--- src/sv/xsr_pkg.sv ---
`default_nettype none
// ----------------------------------------------------------------------------
// xsr_pkg: constants for the ranged xorshift128 generator
// Generator seeds, marker, shift amounts and range-reduction constants.
// ----------------------------------------------------------------------------
package xsr_pkg;

	localparam int unsigned WORD_W  = 32;
	localparam int unsigned LIMIT_W = 16;
	localparam int unsigned SPAN_W  = 23;   // limit * 100 < 2^23
	localparam int unsigned CNT_W   = 5;    // one quotient bit per cycle over WORD_W

	localparam logic [WORD_W-1:0] MARKER = 32'h1234_5678;
	localparam logic [WORD_W-1:0] Y_INIT = 32'd362436069;
	localparam logic [WORD_W-1:0] Z_INIT = 32'd521288629;
	localparam logic [WORD_W-1:0] W_INIT = 32'd88675123;

	localparam int unsigned SH_A = 11;
	localparam int unsigned SH_B = 19;
	localparam int unsigned SH_C = 8;

	localparam logic [SPAN_W-1:0] SCALE = 23'd100;

	// floor(r / 100) == (r * RECIP) >> RECIP_SH, exact for r < 2^23
	localparam int unsigned RECIP_W  = 24;
	localparam int unsigned RECIP_SH = 30;
	localparam logic [RECIP_W-1:0] RECIP = 24'd10737419;
	localparam int unsigned PROD_W = SPAN_W + RECIP_W;

endpackage : xsr_pkg
`default_nettype wire

--- src/sv/xorshift128_ranged_random_top.sv ---
`default_nettype none
// ----------------------------------------------------------------------------
// xorshift128_ranged_random_top: xorshift128 generator with range reduction
// Steps the generator once per request; value below limit, or error if limit is 0.
// ----------------------------------------------------------------------------
// Usage:
//  - Requests: in_valid / in_stall with range_limit; in_stall is high while a
//    request is being worked on. Results: out_valid / out_stall with
//    random_value and range_error, one per request, held while out_stall is high.
//  - Seed: cfg_write_en / cfg_write_data; used in place of the first generator
//    word at the next step whenever that word holds the marker. Write only while idle.
//  - Sequence: the accepting edge steps the generator, then a bit-serial
//    restoring divide (w mod limit*100), one reciprocal multiply for the
//    divide by 100 and one result load from the hold state; a new request
//    is taken only once the block is back in idle. A zero limit skips the
//    divider and goes from the accepting edge straight to the hold state.
//  - Stall: one finished request can wait in the hold state behind a stalled
//    result; a further request is then held off until the result is taken.
//  - Reset: generator words and seed register return to their reset values;
//    both channels go idle.
// ----------------------------------------------------------------------------
module xorshift128_ranged_random_top
	import xsr_pkg::*;
(
	input  wire logic                clk,
	input  wire logic                arst_n,
	// seed register
	input  wire logic                cfg_write_en,
	input  wire logic [WORD_W-1:0]   cfg_write_data,
	// request channel
	input  wire logic                in_valid,
	output logic                     in_stall,
	input  wire logic [LIMIT_W-1:0]  range_limit,
	// result channel
	output logic                     out_valid,
	input  wire logic                out_stall,
	output logic [LIMIT_W-1:0]       random_value,
	output logic                     range_error
);

	typedef enum logic [1:0] {
		ST_IDLE,
		ST_DIV,
		ST_SCALE,
		ST_HOLD
	} state_t;

	state_t              state_q;
	logic [WORD_W-1:0]   seed_q;
	logic [WORD_W-1:0]   x_q, y_q, z_q, w_q;
	logic [WORD_W-1:0]   dvd_q;      // dividend, shifted out msb first
	logic [SPAN_W-1:0]   span_q;     // limit * 100
	logic [SPAN_W-1:0]   rem_q;      // running remainder, below span_q throughout the divide
	logic [CNT_W-1:0]    cnt_q;
	logic                err_q;
	logic [PROD_W-1:0]   prod_q;

	logic                req_take;
	logic                out_free;
	logic [WORD_W-1:0]   x_eff, t_val, w_next;
	logic [SPAN_W-1:0]   span_next;
	logic [SPAN_W:0]     rem_sh, rem_diff;
	logic [SPAN_W-1:0]   rem_next;

	assign in_stall = (state_q != ST_IDLE);
	assign req_take = in_valid && !in_stall;
	assign out_free = !out_valid || !out_stall;

	// generator step; marker in x means the seed stands in for x
	always_comb begin
		x_eff  = (x_q == MARKER) ? seed_q : x_q;
		t_val  = x_eff ^ (x_eff << SH_A);
		w_next = (w_q ^ (w_q >> SH_B)) ^ (t_val ^ (t_val >> SH_C));
	end

	assign span_next = SPAN_W'({{(SPAN_W-LIMIT_W){1'b0}}, range_limit} * SCALE);

	// restoring division, one bit per cycle
	always_comb begin
		rem_sh   = {rem_q, dvd_q[WORD_W-1]};
		rem_diff = rem_sh - {1'b0, span_q};
		rem_next = (rem_sh >= {1'b0, span_q}) ? rem_diff[SPAN_W-1:0] : rem_sh[SPAN_W-1:0];
	end

	always_ff @(posedge clk or negedge arst_n) begin
		if (!arst_n) begin
			state_q      <= ST_IDLE;
			seed_q       <= MARKER;
			x_q          <= MARKER;
			y_q          <= Y_INIT;
			z_q          <= Z_INIT;
			w_q          <= W_INIT;
			dvd_q        <= '0;
			span_q       <= '0;
			rem_q        <= '0;
			cnt_q        <= '0;
			err_q        <= 1'b0;
			prod_q       <= '0;
			out_valid    <= 1'b0;
			random_value <= '0;
			range_error  <= 1'b0;
		end else begin
			if (cfg_write_en) begin
				seed_q <= cfg_write_data;
			end
			// hold state reloads the result register itself
			if (out_valid && !out_stall && (state_q != ST_HOLD)) begin
				out_valid <= 1'b0;
			end
			unique case (state_q)
				ST_IDLE: begin
					if (req_take) begin
						x_q    <= y_q;
						y_q    <= z_q;
						z_q    <= w_q;
						w_q    <= w_next;
						dvd_q  <= w_next;
						span_q <= span_next;
						rem_q  <= '0;
						cnt_q  <= CNT_W'(WORD_W - 1);
						err_q  <= (range_limit == '0);
						state_q <= (range_limit == '0) ? ST_HOLD : ST_DIV;
					end
				end
				ST_DIV: begin
					rem_q <= rem_next;
					dvd_q <= {dvd_q[WORD_W-2:0], 1'b0};
					cnt_q <= cnt_q - 1'b1;
					if (cnt_q == '0) begin
						state_q <= ST_SCALE;
					end
				end
				ST_SCALE: begin
					prod_q  <= PROD_W'({{RECIP_W{1'b0}}, rem_q} * {{SPAN_W{1'b0}}, RECIP});
					state_q <= ST_HOLD;
				end
				ST_HOLD: begin
					if (out_free) begin
						out_valid    <= 1'b1;
						range_error  <= err_q;
						random_value <= err_q ? '0 : prod_q[RECIP_SH +: LIMIT_W];
						state_q      <= ST_IDLE;
					end
				end
				default: state_q <= ST_IDLE;
			endcase
		end
	end

`ifndef SYNTH
	// remainder stays reduced throughout the divide
	a_rem_below_span: assert property (@(posedge clk) disable iff (!arst_n)
		(state_q == ST_DIV) |-> (rem_q < span_q))
		else $error("remainder not below span");

	// a zero limit bypasses the divider
	a_zero_skips_div: assert property (@(posedge clk) disable iff (!arst_n)
		(req_take && (range_limit == '0)) |=> (state_q == ST_HOLD))
		else $error("zero limit entered divider");

	// last divide cycle hands over to the scale step
	a_div_to_scale: assert property (@(posedge clk) disable iff (!arst_n)
		((state_q == ST_DIV) && (cnt_q == '0)) |=> (state_q == ST_SCALE))
		else $error("divider did not finish after last bit");

	// flagged results carry a zero value
	a_err_zero: assert property (@(posedge clk) disable iff (!arst_n)
		(out_valid && range_error) |-> (random_value == '0))
		else $error("range error with nonzero value");
`endif

endmodule : xorshift128_ranged_random_top
`default_nettype wire

--- config.mk ---
export PLATFORM = sky130hd
export DESIGN_NAME = xorshift128_ranged_random_top
export DESIGN_NICKNAME = d
export VERILOG_FILES = /design/src/sv/xsr_pkg.sv /design/src/sv/xorshift128_ranged_random_top.sv
export SDC_FILE = /design/constraint.sdc
export NUM_CORES = 1
export LEC_CHECK = 0
export BUFFER_PORTS_ARGS = -buffer_cell sky130_fd_sc_hd__buf_2
export CAP_MARGIN = 40
export CELL_PAD_IN_SITES_DETAIL_PLACEMENT = 1
export CELL_PAD_IN_SITES_GLOBAL_PLACEMENT = 2
export CORE_ASPECT_RATIO = 0.9
export CORE_UTILIZATION = 42
export DETAILED_ROUTE_END_ITERATION = 7
export GPL_ROUTABILITY_DRIVEN = 0
export GPL_TIMING_DRIVEN = 1
export PLACE_DENSITY = 0.81
export SLEW_MARGIN = 40
export SYNTH_ARGS = -nofsm -noshare
export SYNTH_HDL_FRONTEND = slang
export SYNTH_SLANG_ARGS = --single-unit
export TNS_END_PERCENT = 50
--- constraint.sdc ---
create_clock -name clk -period 9.2 [get_ports clk]
set_input_delay 0.92 -clock clk [delete_from_list [all_inputs] [get_ports clk]]
set_output_delay 0.92 -clock clk [all_outputs]
set_load 0.005 [all_outputs]
# ---- Yosys cells after proc, flatten, opt, wreduce, memory -nomap -nowiden
# Cells that the tools add are included.
dict set report totals {
  register_bits 308
  input_bits 53
  out_inout_bits 19
  word_cells 65
}
dict set report classes {
  n_addsub 2
  n_mul 2
  order_cmp 1
  n_eq_ne 8
  n_mux 17
  bitwise_logic 4
  n_reduce_logical 16
}
# op count
set ops {}
lappend ops {{32-bit two-way mux} 2}
lappend ops {{32-bit case mux with 2 select lines} 1}
lappend ops {{32-bit XOR} 2}
lappend ops {{23-bit by 24-bit multiplier with 46-bit output (second input constant)} 1}
lappend ops {{23-bit two-way mux} 2}
lappend ops {{23-bit case mux with 2 select lines} 1}
lappend ops {{32-bit by 29-bit equality test with 1-bit output (second input constant)} 1}
lappend ops {{32-bit by 13-bit XOR with 32-bit output} 1}
lappend ops {{32-bit by 24-bit XOR with 32-bit output} 1}
lappend ops {{24-bit by 23-bit >= comparator with 1-bit output} 1}
lappend ops {{23-bit subtractor} 1}
lappend ops {{16-bit by 5-bit multiplier with 21-bit output (second input constant)} 1}
lappend ops {{16-bit zero test} 1}
lappend ops {{16-bit two-way mux} 1}
lappend ops {{5-bit case mux with 2 select lines} 1}
lappend ops {{2-bit two-way mux} 4}
lappend ops {{2-bit inequality test (second input constant)} 4}
lappend ops {{2-bit case mux with 4 select lines} 1}
lappend ops {{2-bit AND reduction} 3}
lappend ops {{5-bit zero test} 1}
lappend ops {{5-bit two-way mux} 1}
lappend ops {{5-bit by 1-bit subtractor with 5-bit output (second input constant)} 1}
lappend ops {{2-bit equality test (second input constant)} 2}
lappend ops {{2-bit nonzero test} 2}
lappend ops {{other kinds (7)} 13}

# ---- Depth between registers and ports, before layout
# Gate-level depths: netlist (run 1).
dict set report logic_depth {
  ltp_word 7
  mapped_depth 25
  depth_no_buf 25
}

# ---- Worst setup path after synthesis (run 1)
# No wires, ideal clock.
dict set report synth_path {
  kind {reg-to-reg}
  startpoint {register rem_q[6]}
  endpoint {register prod_q[45]}
  setup_time_ns 0.137
  t_arrival_ns 6.360
  required_time_ns 9.063
  path_slack_ns 2.703
  path_stages_with_launch 24
  path_buffers 0
  synth_period_minus_slack_ns 6.497
  path_cell_list {dfrtp_1 inv_1 fa_1 inv_1 fa_1 inv_1 fa_1 fa_1 inv_1 fa_1 fa_1 inv_1 fa_1 inv_1 ha_1 a21o_1 a21o_1 a211oi_1 o211ai_1 a221oi_2 o211ai_1 a21oi_1 xnor2_1 a21oi_1}
}
dict set report synth_between {
  elab_chain_len 1
}
# element line
set synth_rtl {}
lappend synth_rtl {{start, declared} xorshift128_ranged_random_top.sv:53} ;# logic [SPAN_W-1:0] rem_q;
lappend synth_rtl {{start signal, assigned} xorshift128_ranged_random_top.sv:126} ;# rem_q <= rem_next;
lappend synth_rtl {{23-bit by 24-bit multiplier with 46-bit output} xorshift128_ranged_random_top.sv:134} ;# prod_q <= PROD_W'({{RECIP_W{1'b0}}, rem_q} * {{SPAN_W{1'b0}}, RECIP});
lappend synth_rtl {{end signal, assigned} xorshift128_ranged_random_top.sv:134}
lappend synth_rtl {{end, declared} xorshift128_ranged_random_top.sv:56} ;# logic [PROD_W-1:0] prod_q;
# No other way between the ends.
# A chain may end at the register's enable or synchronous reset.

# ---- Worst setup path after layout (run 1)
# Same ends and word-level chain as after synthesis.

==> summary.txt, run 1 <==
Synthesis
  – Post-synth EDFFs: 0
  – Yosys cell types: 81
  – Largest area contributor in the netlist: dfrtp_1
  – Main flop type after synthesis: dfrtp_1
  – Ys async rst share: 1.000
  – Area of the mapped netlist: 23,980 µm²
  – Post-synth top area share: 0.2160
  – Synth Register Bits: about 280
  – Ys Warns: 0
  – Most common cell in the netlist: inv_1
  – Post-synthesis sequential area ratio: 0.2938
  – Post-Syn Area per Cell: 9.757 µm²
  – Mapped Cells: between 2,000 and 2,500
  – Top cells by count, synth: inv_1, nand2_1, ha_1
  – Synth area leaders: dfrtp_1, fa_1, ha_1, dfstp_2, inv_1
  – Syn_nets: approximately 3,000

STA
  – Worst-case clock skew: between 20 and 30 ps
  – Final hold vios: 0
  – Slew Limit Fails: 0
  – Slew @ Worst Pin: approximately 760 ps
  – Crit path time final: around 7100 ps
  – Max_slew headroom: 0.4926
  – Max Fclk: around 0.14 GHz
  – Unrepaired setup endpoints after global routing: false
  – Setup-failing EPs final: 0
  – Final worst path period share: 0.7770
  – Setup TNS: 0 ps

Worst setup path
  – Worst reg2reg path startpoint: rem_q[6]
  – Crit path launch type: register
  – R2r setup slk: between 2000 and 2500 ps
  – Largest fanout on the critical path: 9
  – Worst Path Arrival: between 7000 and 8000 ps
  – Setup crit end kind: register
  – Reg2Reg Depth: 23
  – Reg2reg end: prod_q[45]
  – Crit path kind: reg2reg
  – Crit path required time: approximately 9600 ps

Layout
  – Fillers: 6,367
  – Multi-input gate area: 15,100 µm²
  – Final #Nets: ~3,100
  – Share of cells above drive strength 1: 0.1089
  – Synthesis-to-layout area growth: 9.688%
  – Register area: approximately 7000 µm²

Detailed routing
  – DRT iter0 DRCs: 882
  – Avg WL per Cell: about 20 µm
  – Final WL: 64.42 mm
  – Antenna Nets Post-Route: 0
  – DR vias: about 17,000
  – DRC Markers: 0
  – TritonRoute pass-1 iters: 4
  – Via density: 5.227

Clock network
  – Clk pin slew, worst setup/hold paths: roughly 70 ps
  – CTS tree: done
  – H-tree depth: 2
  – Root Buffer: clkbuf_16
  – CTS sink count: ~280
  – Max Root-Sink Buffers: 3
  – Postcts setup bufs: 0
  – # hold bufs at CTS: 0
  – Post-CTS resize count: 0
  – Clk_lat worst skew: between 500 and 600 ps
  – CTS Buf Count: 34

Floorplanning
  – Std-Cell Rows: 82
  – I/O pin cnt: between 70 and 80
  – Initial Util: 0.4281
  – Core Region: roughly 56,000 µm²
  – Die Width: approximately 250 µm
  – DIE AREA: a little under 60,000 µm²
  – Chip height: approximately 230 µm

Outcome
  – Outcome: finished clean

GRT
  – Total track usage: 0.2315
  – First-pass GRT wire length: ~110 mm
  – Initial antenna violation count: 1
  – Largest net degree at the start of global routing: 101
  – Total gr overflow: 0
  – Vias in the first global route: approximately 19,000

Placed design
  – DPL Wire Length: approximately 52 mm
  – IO Port Bufs: between 70 and 80

Hold path
  – Hold crit path type: in2async

Job
  – Maxcap violations: 0
-- through the flow --
stage	std cells	hold WS (ps)	utilization	instance area, µm²	setup WS (ps)
after global routing	3290	303.1	0.4695	26300	1674
final	3291	275.2	0.4696	26310	2052
after global placement	3227	438.2	0.4484	25120	2124
after detailed placement	3229	445.9	0.4494	25180	2010
after floorplan	2458	434.6	-	23980	2703
after CTS	3290	277.9	0.4693	26290	1999
-- cell usage in the layout, fill, tap and decap left out, types with 6 or more instances in the layout --
master,instances
mux2i_1,22
o21ai_0,132
clkbuf_16,34
clkbuf_1,7
buf_2,70
ha_1,326
clkbuf_8,6
o21ai_1,14
buf_4,6
o211ai_1,9
xor2_1,61
dfstp_2,71
fa_1,206
nand4_1,14
clkinv_2,7
a21o_1,24
mux2_2,40
a211oi_1,8
nand3_1,19
and3_1,8
nand2_1,388
a22oi_1,30
nor2_1,44
nand2b_1,28
a32oi_1,7
nor2b_1,15
a31oi_1,12
dfrtp_1,207
inv_1,427
a21oi_1,70
xnor2_1,89
o31ai_1,8
o22ai_1,13
nor3_1,11
-- registers in the layout, indices dropped and copies added, names as in the netlist, 16 cells and up --
| register | cells |
|---|---|
| w_q | 32 |
| y_q | 32 |
| rem_q | 23 |
| x_q | 32 |
| span_q | 21 |
| seed_q | 32 |
| dvd_q | 32 |
| random_value | 16 |
| z_q | 32 |
| prod_q | 16 |
-- worst max path at each step --
stage / start / end / slack (ps) / depth (start not counted)
2_1_floorplan: rem_q[6] / prod_q[45] / 2700 / 23
3_3_place_gp: rem_q[6] / prod_q[45] / 2120 / 23
3_5_place_dp: rem_q[6] / prod_q[45] / 2010 / 23
4_1_cts: rem_q[6] / prod_q[45] / 2000 / 23
5_1_grt: rem_q[6] / prod_q[45] / 1670 / 23
6_report: rem_q[6] / prod_q[45] / 2050 / 23
-- layer usage --
metal / track usage / share of wire / vias up
met1: 0.3161 / 0.47 / 8788
met2: 0.3887 / 0.48 / 248
met4: 0.05798 / 0.021 / 0
met3: 0.02745 / 0.035 / 74
met5: 0 / 0 / -
li1: - / - / 8091
-- worst max-delay path, cell delays in order (launching register included) --
cell and delay [ps]:
dfrtp_1 610, inv_1 200, fa_1 540, inv_1 90, fa_1 540, inv_1 60
fa_1 500, fa_1 520, inv_1 50, fa_1 470, fa_1 540, inv_1 50
fa_1 530, inv_1 40, ha_1 340, a21o_1 170, a21o_1 170, a211oi_1 230
o211ai_1 220, a221oi_2 500, o211ai_1 210, a21oi_1 210, xnor2_1 130, a21oi_1 80
-- final cells by class --
cell class,count,share of cell area
Clock buffer,47,0.03648
Multi-Input combinational cell,1687,0.5741
Tap cell,756,0.03596
Clock inverter,14,0.005755
Inverter,427,0.06093
Sequential cell,278,0.2678
Antenna cell,1,0.00009513
Timing Repair Buffer,81,0.01888
-- logic make-up (layout without fill, tap and decap cells) --
logic type / count (synthesis) / count (layout) / synth area share
other cells: 0 / 1 / 0
mux: 62 / 62 / 0.02796
xor+xnor: 150 / 150 / 0.05478
simple gates: 565 / 565 / 0.1044
flops: 278 / 278 / 0.2938
fa+ha+maj: 533 / 533 / 0.3426
buf+inv: 493 / 569 / 0.07810
compound gates: 377 / 377 / 0.09835
Power of run 1 is not shown: default switching activity piles up to over one toggle a cycle in this logic, so the estimate is an artifact.
==> inputs of run 2 (changes only) <==
--- a/config.mk
+++ b/config.mk
@@ -10,11 +10,11 @@
 export CELL_PAD_IN_SITES_DETAIL_PLACEMENT = 1
 export CELL_PAD_IN_SITES_GLOBAL_PLACEMENT = 2
 export CORE_ASPECT_RATIO = 0.9
-export CORE_UTILIZATION = 42
+export CORE_UTILIZATION = 38
 export DETAILED_ROUTE_END_ITERATION = 7
 export GPL_ROUTABILITY_DRIVEN = 0
 export GPL_TIMING_DRIVEN = 1
-export PLACE_DENSITY = 0.81
+export PLACE_DENSITY = 0.77
 export SLEW_MARGIN = 40
 export SYNTH_ARGS = -nofsm -noshare
 export SYNTH_HDL_FRONTEND = slang
==> constraint.sdc (replaced) <==
create_clock -name clk -period 6.3 [get_ports clk]
set_input_delay 0.63 -clock clk [delete_from_list [all_inputs] [get_ports clk]]
set_output_delay 0.63 -clock clk [all_outputs]
set_load 0.005 [all_outputs]
==> summary.txt, run 2 (synthesized netlist as in run 1, its figures left out) <==
Outcome
  – Outcome: finished clean

GRT
  – Initial antenna violation count: 1
  – Largest net degree at the start of global routing: ~150
  – Vias in the first global route: between 15,000 and 20,000
  – Total track usage: 0.2116
  – First-pass GRT wire length: approximately 110 mm
  – Total gr overflow: 0

Placed design
  – IO Port Bufs: between 70 and 80
  – DPL Wire Length: 53.27 mm
  – Dpl cell area: 25,910 µm²
  – Placed cell count: ~3,400

STA
  – Setup-failing EPs final: 0
  – Max Fclk: about 0.16 GHz
  – Final worst path period share: 0.9927
  – Unrepaired setup endpoints after global routing: true
  – Worst-case clock skew: around 23 ps
  – Final hold vios: 0
  – Crit path time final: around 6300 ps
  – Slew Limit Fails: 0
  – Slew @ Worst Pin: between 800 and 900 ps
  – Max_slew headroom: 0.4635

Detailed routing
  – DRC Markers: 0
  – DRT iter0 DRCs: 902
  – Avg WL per Cell: ~19 µm
  – DR vias: 17,376
  – Final WL: 65.98 mm
  – Antenna Nets Post-Route: 0
  – TritonRoute pass-1 iters: 5
  – Via density: roughly 5.0

Worst setup path
  – Setup crit end kind: register
  – Crit path required time: 6760 ps
  – Largest fanout on the critical path: 3
  – Reg2Reg Depth: 24
  – Crit path launch type: register
  – Worst Path Arrival: 6710 ps
  – Crit path kind: reg2reg

Job
  – Maxcap violations: 0

Clock network
  – CTS Buf Count: 31
  – CTS sink count: approximately 280
  – H-tree depth: 1
  – Clk_lat worst skew: 610 ps
  – CTS tree: done
  – Max Root-Sink Buffers: 3
  – Clk pin slew, worst setup/hold paths: about 60 ps
  – Root Buffer: clkbuf_16

Layout
  – Final non-filler cell total: between 3,000 and 4,000
  – Most common cell after layout, fill and taps aside: inv_1
  – Ant diodes: 0
  – Synthesis-to-layout area growth: 14.61%
  – Most frequent cells in the layout: inv_1, nand2_1, ha_1
  – Layout Cell Area excl Fill: between 20,000 and 30,000 µm²
  – Share of cells above drive strength 1: 0.1650
  – Final #Nets: approximately 3,200

Hold path
  – Hold depth: 3
  – Hold crit path type: in2reg

Floorplanning
  – Initial Util: 0.3883
  – Core Region: approximately 60,000 µm²
  – Std-Cell Rows: 86
  – Die Width: 266.8 µm
  – DIE AREA: around 64,000 µm²
  – I/O pin cnt: just over 70
  – Chip height: 240.3 µm
==> run 2: worst paths after layout <==
kind,startpoint,end,slack (ps)
hold reg to reg,z_q[25],z_q[25],460
setup reg to reg,rem_q[6],prod_q[45],50
max in group asynchronous,arst_n,y_q[26],4420
setup / recovery,rem_q[6],prod_q[45],50
hold / removal,cfg_write_data[8],seed_q[8],260
min in group asynchronous,arst_n,rem_q[1],580
==> run 2: area by class of cell <==
class | instances | area (µm²)
Clock buffer | 46 | 942.2
Clock inverter | 11 | 120.1
Fill cell | 7010 | 34280
Inverter | 427 | 1603
Multi-Input combinational cell | 1687 | 15410
Sequential cell | 278 | 7052
Tap cell | 836 | 1046
Timing Repair Buffer | 187 | 1310
==> run 2: stage by stage <==
step / worst slack [ps] / hold WS (ps) / TNS, ps / utilization
floorplan: 30.53 / 334.4 / 0 / -
global placement: -182.9 / 438.4 / -827.9 / 0.4194
detailed placement: -427.1 / 447.8 / -3479 / 0.4195
CTS: 0.4619 / 235.9 / 0 / 0.4404
global route: -257.4 / 233.6 / -820.9 / 0.4450
finish: 45.93 / 261.0 / 0 / 0.4450
==> run 2: repair_timing <==
item,4_1_cts,5_1_grt
setup buffers,9,7
hold buffers,1,0
gates resized for setup,27,41
hold endpoints to repair,5,0
pin swaps,27,39
setup endpoints to repair,15,15
==> run 2: metal layers <==
metal / global-route usage / routed length (µm) / up-vias
li1: - / - / 8276
met1: 0.2939 / 31850 / 8813
met2: 0.3591 / 31050 / 216
met3: 0.02038 / 1888 / 71
met4: 0.04093 / 1192 / 0
met5: 0 / 0 / -
==> run 2: critical path, cell delays in order (launching register included) <==
cell and delay, ps:
dfrtp_2 370, inv_2 50, fa_1 570, inv_2 60, fa_1 540, inv_1 50, fa_1 450, fa_1 510
inv_2 40, fa_1 460, fa_1 520, inv_2 40, fa_1 490, inv_2 50, ha_4 230, a21o_1 150
a21o_1 180, a211oi_2 190, o211ai_1 110, buf_4 170, a221oi_4 280, o211ai_1 170, a21oi_1 200, xnor2_1 140
a21oi_1 90
Power of run 2 is left out for the same reason.
==> inputs of run 3 (changes only) <==
--- a/config.mk
+++ b/config.mk
@@ -14,7 +14,7 @@
 export DETAILED_ROUTE_END_ITERATION = 7
 export GPL_ROUTABILITY_DRIVEN = 0
 export GPL_TIMING_DRIVEN = 1
-export PLACE_DENSITY = 0.77
+export PLACE_DENSITY_LB_ADDON = 0.12
 export SLEW_MARGIN = 40
 export SYNTH_ARGS = -nofsm -noshare
 export SYNTH_HDL_FRONTEND = slang
==> summary.txt, run 3 (synthesized netlist as in run 1, its figures left out) <==
Outcome
  – Outcome: finished clean

STA
  – Slew Limit Fails: 0
  – Unrepaired setup endpoints after global routing: true
  – Worst setup margin: between 30 and 40 ps
  – Max_slew headroom: 0.4465
  – Final worst path period share: 0.9950
  – Crit path time final: 6268 ps
  – Setup-failing EPs final: 0
  – Worst-case clock skew: approximately 23 ps
  – Final hold vios: 0
  – Min Hold Slack: a little under 300 ps
  – Slew @ Worst Pin: slightly above 800 ps
  – Max Fclk: 0.1595 GHz

Hold path
  – Hold crit path type: in2reg
  – Worst hold start: cfg_write_data[31]
  – Hold depth: 3
  – Hold path endpoint: seed_q[31]

Worst setup path
  – Critical path's largest stage delay: 570 ps
  – R2r setup slk: around 32 ps
  – Crit path launch type: register
  – Worst reg2reg path startpoint: rem_q[6]
  – Reg2Reg Depth: 26
  – Beginning of the critical path: rem_q[6]
  – Crit path kind: reg2reg
  – Largest fanout on the critical path: 3
  – CP delay by family, top: adder cells
  – Crit path required time: 6740 ps
  – Setup crit end kind: register
  – Slowest CP cell: fa_1
  – Reg2reg end: prod_q[43]
  – Worst path most repeated cell: fa_1
  – CP Buf/Inv Count: 9
  – Worst Path Arrival: approximately 6700 ps

Layout
  – Final #Nets: ~3,200
  – Layout Cell Area excl Fill: 27,710 µm²
  – Fillers: around 7,000
  – Most common cell after layout, fill and taps aside: inv_1
  – Most frequent cells in the layout: inv_1, nand2_1, ha_1
  – Synthesis-to-layout area growth: 15.56%
  – Final non-filler cell total: about 3,500
  – Share of cells above drive strength 1: 0.1758

GRT
  – Total gr overflow: 0
  – Largest net degree at the start of global routing: ~100
  – Total track usage: 0.2191
  – First-pass GRT wire length: 108.7 mm
  – Vias in the first global route: between 15,000 and 20,000
  – Initial antenna violation count: 1

Detailed routing
  – Antenna Nets Post-Route: 0
  – DRC Markers: 0
  – Final WL: a little under 70 mm
  – TritonRoute pass-1 iters: 4
  – DRT iter0 DRCs: 745
  – Via density: between 4 and 5
  – DR vias: between 15,000 and 20,000
  – Avg WL per Cell: ~19 µm

Job
  – Maxcap violations: 0

Placed design
  – Dpl cell area: between 20,000 and 30,000 µm²
  – DPL Wire Length: between 50 and 60 mm
  – Placed cell count: ~3,400
  – IO Port Bufs: slightly above 70
  – Pre-CTS setup slack: -360.3 ps

Floorplanning
  – Core Region: around 62,000 µm²
  – Initial Util: 0.3883
  – Die Width: 266.8 µm
  – Std-Cell Rows: 86
  – I/O pin cnt: approximately 70
  – Chip height: around 240 µm
  – DIE AREA: approximately 64,000 µm²

Clock network
  – Clk_lat worst skew: roughly 570 ps
  – CTS Buf Count: 34
  – Max Root-Sink Buffers: 3
  – Root Buffer: clkbuf_16
  – Clk pin slew, worst setup/hold paths: roughly 60 ps
  – CTS tree: done
  – H-tree depth: 2
  – CTS sink count: around 280
-- run 3: cell types whose count changed in the layout (fill, tap and decap cells not counted), sizes merged, moves of 2 or more --
cell      previous run  this run
buf                186       191
clkinv               8         4
clkinvlp             0         3
clkbuf              46        48
diode                0         2
inv                428       430
-- run 3: what timing repair did --
| item | 4_1_cts | 5_1_grt |
|---|---|---|
| gates resized for setup | 27 | 65 |
| setup buffers | 5 | 5 |
| pin swaps | 33 | 28 |
| endpoints found under the hold margin | 0 | 29 |
| setup endpoints to repair | 14 | 15 |
| hold buffers | 0 | 1 |
-- run 3: worst max path at each step --
stage,end,slack (ps),cells past startpoint
global placement,prod_q[45],-260,22
floorplan,prod_q[45],30,23
CTS,prod_q[45],0.2,25
finish,prod_q[43],30,26
global route,prod_q[45],-210,25
detailed placement,prod_q[38],-360,23
-- run 3: metrics by stage --
step             util  setup TNS (ps)
2_1_floorplan       -               0
3_3_place_gp   0.4210           -1484
3_5_place_dp   0.4211           -2858
4_1_cts        0.4429               0
5_1_grt        0.4486           -1070
6_report       0.4487               0
-- run 3: per-layer routing --
layer,share of wire,GRT usage
met1,0.48,0.3025
met2,0.46,0.3636
met3,0.031,0.02898
met4,0.020,0.05155
met5,0,0
-- run 3: layout make-up --
| type | count | area [µm²] | share of cell area |
|---|---|---|---|
| multi-input cells | 1687 | 15480 | 0.5584 |
| flip-flops and latches | 278 | 7052 | 0.2545 |
| inverters | 427 | 1603 | 0.05784 |
| repair buffers | 192 | 1353 | 0.04881 |
| well taps | 836 | 1046 | 0.03774 |
| clock buffers | 48 | 983.4 | 0.03549 |
| clock inverters | 13 | 195.2 | 0.007043 |
| diodes | 2 | 5.005 | 0.0001806 |
-- run 3: worst min-delay path, delay by kind of cell --
family / cells / cell delay (ps)
and+or+nand+nor: 1 / 40
AOI/OAI and AO/OA: 1 / 60
buffers and inverters: 1 / 80
Power of run 3 is left out for the same reason.
